[src/design/khss_pkg.sv]
// ----------------------------------------------------------------------------
// khss_pkg
// Shared types and constants for the key hash shard selector.
// ----------------------------------------------------------------------------
`default_nettype none

package khss_pkg;

  localparam int unsigned BYTE_W  = 8;
  localparam int unsigned HASH_W  = 32;
  localparam int unsigned SHARD_W = 16;
  localparam int unsigned CNT_W   = $clog2(HASH_W);

  localparam logic [HASH_W-1:0] HASH_MULT = HASH_W'(31);

  typedef logic [BYTE_W-1:0]  byte_t;
  typedef logic [HASH_W-1:0]  hash_t;
  typedef logic [SHARD_W-1:0] shard_t;

  // status of the remainder unit as seen by the top level
  typedef struct packed {
    logic busy;       // holding or working on a key, no new bytes
    logic res_valid;  // remainder ready to move to the output register
  } khss_mod_stat_t;

endpackage

`default_nettype wire

[src/design/key_hash_shard_select.sv]
// ----------------------------------------------------------------------------
// key_hash_shard_select
// Hashes key bytes (hash * 31 + byte) and gives hash mod the shard count as
// the shard index on the last byte of each key.
// ----------------------------------------------------------------------------
//
//   channel | dir | handshake           | payload
//   --------+-----+---------------------+---------------------------
//   in_     | in  | in_valid/in_stall   | in_data_byte, in_last_byte
//   out_    | out | out_valid/out_stall | out_shard_sel
//   cfg_    | in  | cfg_valid/cfg_ready | cfg_num_shards
//
// A byte not marked last is absorbed without a stall while the remainder
// unit is idle, so bytes stream back to back. A last byte starts the
// remainder unit: 32 one-bit restoring steps, then a load of the output
// register, which raises out_valid. in_stall is high while the unit works,
// and longer while a waiting result keeps the output register full.
// Synchronous active-low reset; shard count resets to 1, hash to zero.
// ----------------------------------------------------------------------------
`default_nettype none

module key_hash_shard_select (
  input  wire                    clk,
  input  wire                    rst_n,
  input  wire                    in_valid,
  output logic                   in_stall,
  input  wire khss_pkg::byte_t   in_data_byte,
  input  wire                    in_last_byte,
  output logic                   out_valid,
  input  wire                    out_stall,
  output khss_pkg::shard_t       out_shard_sel,
  input  wire                    cfg_valid,
  output logic                   cfg_ready,
  input  wire khss_pkg::shard_t  cfg_num_shards
);
  import khss_pkg::*;

  khss_mod_stat_t mod_stat;
  hash_t          hash_upd;
  shard_t         remainder;
  shard_t         num_shards_r;
  shard_t         out_idx_r;
  logic           out_valid_r, out_valid_nxt;
  logic           in_xfer;
  logic           out_load;

  assign in_stall  = mod_stat.busy;
  assign in_xfer   = in_valid & ~in_stall;
  assign cfg_ready = 1'b1;

  // result moves to the output register once that register is free
  assign out_load = mod_stat.res_valid & (~out_valid_r | ~out_stall);

  khss_hash u_hash (
    .clk       (clk),
    .rst_n     (rst_n),
    .byte_en   (in_xfer),
    .byte_last (in_last_byte),
    .data_byte (in_data_byte),
    .hash_upd  (hash_upd)
  );

  khss_mod u_mod (
    .clk       (clk),
    .rst_n     (rst_n),
    .start     (in_xfer & in_last_byte),
    .dividend  (hash_upd),
    .divisor   (num_shards_r),
    .take      (out_load),
    .stat      (mod_stat),
    .remainder (remainder)
  );

  always_ff @(posedge clk) begin
    if (!rst_n) begin
      num_shards_r <= SHARD_W'(1);
    end else if (cfg_valid && cfg_ready) begin
      // zero would mean no shards; hold the least legal count instead
      num_shards_r <= (cfg_num_shards == '0) ? SHARD_W'(1) : cfg_num_shards;
    end
  end

  always_comb begin
    out_valid_nxt = out_valid_r;
    if (out_load) begin
      out_valid_nxt = 1'b1;
    end else if (out_valid_r && !out_stall) begin
      out_valid_nxt = 1'b0;
    end
  end

  always_ff @(posedge clk) begin
    if (!rst_n) begin
      out_valid_r <= 1'b0;
    end else begin
      out_valid_r <= out_valid_nxt;
    end
  end

  always_ff @(posedge clk) begin
    if (out_load) begin
      out_idx_r <= remainder;
    end
  end

  assign out_valid     = out_valid_r;
  assign out_shard_sel = out_idx_r;

endmodule

`default_nettype wire

[src/design/khss_hash.sv]
// ----------------------------------------------------------------------------
// khss_hash
// Running polynomial hash: hash * 31 + byte, wrapping at 32 bits,
// cleared after the last byte of a key.
// ----------------------------------------------------------------------------
`default_nettype none

module khss_hash (
  input  wire                   clk,
  input  wire                   rst_n,
  input  wire                   byte_en,
  input  wire                   byte_last,
  input  wire khss_pkg::byte_t  data_byte,
  output khss_pkg::hash_t       hash_upd
);
  import khss_pkg::*;

  hash_t hash_r;
  hash_t hash_nxt;

  // hash_upd includes the byte being transferred this cycle
  assign hash_upd = HASH_W'(hash_r * HASH_MULT) + HASH_W'(data_byte);

  always_comb begin
    hash_nxt = hash_r;
    if (byte_en) begin
      hash_nxt = byte_last ? '0 : hash_upd;
    end
  end

  always_ff @(posedge clk) begin
    if (!rst_n) begin
      hash_r <= '0;
    end else begin
      hash_r <= hash_nxt;
    end
  end

endmodule

`default_nettype wire

[src/design/khss_mod.sv]
// ----------------------------------------------------------------------------
// khss_mod
// Iterative restoring remainder: one dividend bit per cycle through a
// shared 17-bit compare/subtract, 32 steps per key.
// ----------------------------------------------------------------------------
`default_nettype none

module khss_mod (
  input  wire                     clk,
  input  wire                     rst_n,
  input  wire                     start,
  input  wire khss_pkg::hash_t    dividend,
  input  wire khss_pkg::shard_t   divisor,
  input  wire                     take,
  output khss_pkg::khss_mod_stat_t stat,
  output khss_pkg::shard_t        remainder
);
  import khss_pkg::*;

  localparam logic [1:0] ST_IDLE = 2'd0;
  localparam logic [1:0] ST_RUN  = 2'd1;
  localparam logic [1:0] ST_DONE = 2'd2;

  logic [1:0]       state_r, state_nxt;
  logic [CNT_W-1:0] cnt_r, cnt_nxt;
  hash_t            quo_r, quo_nxt;
  shard_t           rem_r, rem_nxt;
  shard_t           div_r, div_nxt;

  logic [SHARD_W:0] trial;
  logic [SHARD_W:0] diff;

  assign trial = {rem_r, quo_r[HASH_W-1]};
  assign diff  = trial - {1'b0, div_r};

  always_comb begin
    state_nxt = state_r;
    cnt_nxt   = cnt_r;
    quo_nxt   = quo_r;
    rem_nxt   = rem_r;
    div_nxt   = div_r;
    case (state_r)
      ST_IDLE: begin
        if (start) begin
          state_nxt = ST_RUN;
          cnt_nxt   = '0;
          quo_nxt   = dividend;
          rem_nxt   = '0;
          div_nxt   = divisor;
        end
      end
      ST_RUN: begin
        quo_nxt = {quo_r[HASH_W-2:0], 1'b0};
        // remainder stays below the divisor, so trial < 2 * divisor
        if (trial >= {1'b0, div_r}) begin
          rem_nxt = diff[SHARD_W-1:0];
        end else begin
          rem_nxt = trial[SHARD_W-1:0];
        end
        cnt_nxt = cnt_r + 1'b1;
        if (cnt_r == CNT_W'(HASH_W - 1)) begin
          state_nxt = ST_DONE;
        end
      end
      ST_DONE: begin
        if (take) begin
          state_nxt = ST_IDLE;
        end
      end
      default: begin
        state_nxt = ST_IDLE;
      end
    endcase
  end

  always_ff @(posedge clk) begin
    if (!rst_n) begin
      state_r <= ST_IDLE;
      cnt_r   <= '0;
    end else begin
      state_r <= state_nxt;
      cnt_r   <= cnt_nxt;
    end
  end

  always_ff @(posedge clk) begin
    quo_r <= quo_nxt;
    rem_r <= rem_nxt;
    div_r <= div_nxt;
  end

  assign stat.busy      = (state_r != ST_IDLE);
  assign stat.res_valid = (state_r == ST_DONE);
  assign remainder      = rem_r;

endmodule

`default_nettype wire
[config.mk]
export PLATFORM = sky130hd
export DESIGN_NAME = key_hash_shard_select
export DESIGN_NICKNAME = d
export VERILOG_FILES = /design/src/design/khss_pkg.sv /design/src/design/key_hash_shard_select.sv /design/src/design/khss_hash.sv /design/src/design/khss_mod.sv
export SDC_FILE = /design/constraint.sdc
export NUM_CORES = 1
export LEC_CHECK = 0
export ABC_AREA = 1
export BUFFER_PORTS_ARGS = -buffer_cell sky130_fd_sc_hd__buf_2
export CORE_UTILIZATION = 58
export CTS_BUF_LIST = sky130_fd_sc_hd__clkbuf_2 sky130_fd_sc_hd__clkbuf_4 sky130_fd_sc_hd__clkbuf_8
export DETAILED_ROUTE_END_ITERATION = 8
export PLACE_DENSITY = 0.79
export SETUP_SLACK_MARGIN = 0.05
export SYNTH_ARGS = -nofsm -noshare
export SYNTH_HDL_FRONTEND = slang
export SYNTH_SLANG_ARGS = --single-unit
[constraint.sdc]
create_clock -name clk -period 3.6 [get_ports clk]
set_input_delay 0.18 -clock clk [delete_from_list [all_inputs] [get_ports clk]]
set_output_delay 0.18 -clock clk [all_outputs]
set_load 0.05 [all_outputs]
==> results.md <==
- Status: finished, violations left
- Failing checks: setup timing
- Vias in the first global route: 9597
- Fin area: 14100 um2
- Post-synth EDFFs: 80
- Power share of the combinational group: 0.684
- Die Wd: 140 um
- CTS buffer count: 17
- Pre-CTS setup slack: -0.259 ns
- Final net count: 1762
- Die Y-Extent: 140 um
- Period utilization: 1.04
- Post-synth ARST share: 0
- H-tree Lvls: 4
- Initial antenna violation count: 0
- Vias per cell: 5.54
- Seq/Total Area, Yosys: 0.317
- Reg clk slew, reported paths: 0.10 ns
- Total power: 11100 uW
- P&R area growth vs syn: 26.8%
- Yosys warnings: 0
- Sequential Power Share: 0.196
- Max Cap Violations: 0
- Root buffer cell: clkbuf_8
- Drt first pass iters: 8
- Worst-case clock buffer depth: 2
- Switching Share: 0.471
- Antenna-violating nets left: 0
- # rows: 50
- Post-synthesis cell type count: 43
- Top cell by count, worst path: nand2_2
- Min Tclk post-route: 3.73 ns
- Clk_lat worst skew: 0.48 ns
- Clk sinks: 136
- Max VDD drop: 0.000509 V
- Switching power: 5220 uW
- Starting Density: 0.593
- Total wire length: 30200 um
- Final Max Slew Viols: 0
- Routed len/inst: 16.7 um
- Power Dens Cells: 787 nW/um2
- CP Launch Type: register
- Arr. time, crit path: 4.14 ns
- DRC: 0
- Finish-stage setup viols: 35
- Max Fanout on Critical Path: 3
- Leakage: 0.00670 uW
- Cell family contributing the most delay on the critical path: adder cells
- Die area: 19700 um2
- First-pass GRT wire length: 45300 um
- Syn nets: 1609
- Slew headroom: 0.592
- Ratio of cells with drive above 1 in the final layout: 0.298
- Worst Path Buf+Inv: 6
- I/O Buffers: 47
- DR iter-0 viols: 897
- CP Capture Type: register
- Worst hold slack: 0.0357 ns
- Syn_area_per_cell: 7.86 um2
- Fin. Hold Viols: 0
- Util after Layout: 0.753
- Io pins: 49
- # diodes: 0
- Min-Delay Path Class: input port to register
- Grt ovf: 0
- Pin count of the biggest net entering global routing: 46
- Req. time, crit path: 4.01 ns
- CP max stage delay: 0.58 ns
- Overall Global Routing Usage: 0.293
- Worst Path Class, Setup: register to register
- Clock power frac: 0.120
- CP cell instances: inv_4 -> fa_1 -> fa_1 -> fa_1 -> inv_2 -> ha_4 -> buf_4 -> nand2_2 -> nand2_2 -> inv_2 -> nand2_2 -> nand3b_1 -> buf_6 -> nand2_4 -> nand2_2 -> nand2_2 -> buf_4 -> nand3_2 -> a21oi_2
- CTS tree: done
- Top_reg_cell synth: edfxtp_1
- Synthesis-stage register bit count: 136
- Cell Area, Synth: 11100 um2
- Worst slew pin tran: 0.611 ns
- Most frequent cells in the layout: 296 x nand2_1, 280 x inv_1, 85 x fa_1, 85 x buf_4, 80 x edfxtp_1
- Synth Instances: 1412
- RSZ-0062 raised after global routing: yes
- Final Skew: 0.0189 ns
- Commonest non-fill, non-tap cell in the layout: nand2_1
- Routability cong.: 0.933
- Setup ws final: -0.131 ns
- Core ar.: 18700 um2
- Cell internal pwr: 5870 uW
- Vias: 10000
- Placed Instance Area: 12200 um2
- Final HPWL DP: 19500 um
- Fmax: 268 MHz
- CP max-delay cell: fa_1
-- timing repair --
| item | 4_1_cts | 5_1_grt |
|---|---|---|
| resized for setup | 145 | 170 |
| pin swaps | 46 | 64 |
| setup buffers | 4 | 4 |
| setup endpoints to repair | 51 | 53 |
| hold buffers | 16 | 0 |
| cloned | 0 | 0 |
| endpoints found under the hold margin | 16 | 0 |
-- area by class of cell --
type	count	area, um2
clock buffer	17	234
tap	234	293
clock inverter	15	160
fill	1218	4630
timing repair buffer	159	1170
sequential	136	3560
inverter	321	1210
multi-input combinational	930	7450
-- power groups by stage --
stage	Sequential (uW)	Combinational, uW	Clock, uW
floorplan	2170	3360	0
global route	2190	8130	1390
finish	2170	7590	1330
global placement	2160	4870	0
detailed placement	2170	5030	0
CTS	2160	6080	1330
-- cell families after synthesis --
family                     after synthesis  synth area share
buffers and inverters                  346             0.120
DFF                                    136             0.317
AOI/OAI and AO/OA                      144            0.0715
other                                    1          0.000338
xor gates and xnor gates                28            0.0221
and+or+nand+nor                        590             0.222
adders and majority gates              167             0.247
-- path summary, 6_finish.rpt --
path / start / end / slack, ns / cells past startpoint
setup / recovery: u_hash.hash_r[9] / u_hash.hash_r[29] / -0.13 / 19
hold / removal: rst_n / num_shards_r[0] / 0.04 / 2
setup reg to reg: u_hash.hash_r[9] / u_hash.hash_r[29] / -0.13 / 19
hold reg to reg: num_shards_r[9] / u_mod.div_r[9] / 0.42 / 0
-- cells in the mapped netlist (11+ instances only) --
| library cell | number | area (um2) |
|---|---|---|
| a21oi_1 | 88 | 440 |
| clkbuf_1 | 15 | 56.3 |
| dfxtp_1 | 56 | 1120 |
| edfxtp_1 | 80 | 2400 |
| fa_1 | 87 | 1740 |
| ha_1 | 80 | 1000 |
| inv_1 | 318 | 1190 |
| nand2_1 | 374 | 1400 |
| nand2_2 | 11 | 68.8 |
| nand3_1 | 83 | 415 |
| nor2_1 | 86 | 323 |
| o21ai_0 | 32 | 160 |
| xnor2_1 | 14 | 123 |
| xor2_1 | 14 | 123 |
-- registers in the layout (all words and copies together) (netlist names) --
name             cells
u_hash.hash_r       32
u_mod.quo_r         32
num_shards_r        16
out_shard_sel       16
u_mod.div_r         16
u_mod.remainder     16
u_mod.cnt_r          5
u_mod.state_r        2
out_valid            1
-- per-layer routing --
layer,GRT usage,up-vias,share of wire
met5,0,-,0
met2,0.494,503,0.48
met4,0.117,0,0.048
met3,0.0513,145,0.072
li1,-,4669,-
met1,0.375,4713,0.40
-- worst register-to-register path: stages, from the launching register on --
cell	delay, ns
dfxtp_2	0.37
inv_4	0.06
fa_1	0.50
fa_1	0.52
fa_1	0.58
inv_2	0.08
ha_4	0.24
buf_4	0.16
nand2_2	0.07
nand2_2	0.06
inv_2	0.06
nand2_2	0.06
nand3b_1	0.21
buf_6	0.17
nand2_4	0.07
nand2_2	0.06
nand2_2	0.08
buf_4	0.11
nand3_2	0.06
a21oi_2	0.16
-- stage by stage --
stage               setup TNS (ns)  cells
CTS                       -0.00280   1808
global route                 -6.80   1812
finish                       -1.94   1812
detailed placement           -5.29   1756
global placement             -3.00   1756
floorplan                        0   1412
(Power assumes the default switching activity.)
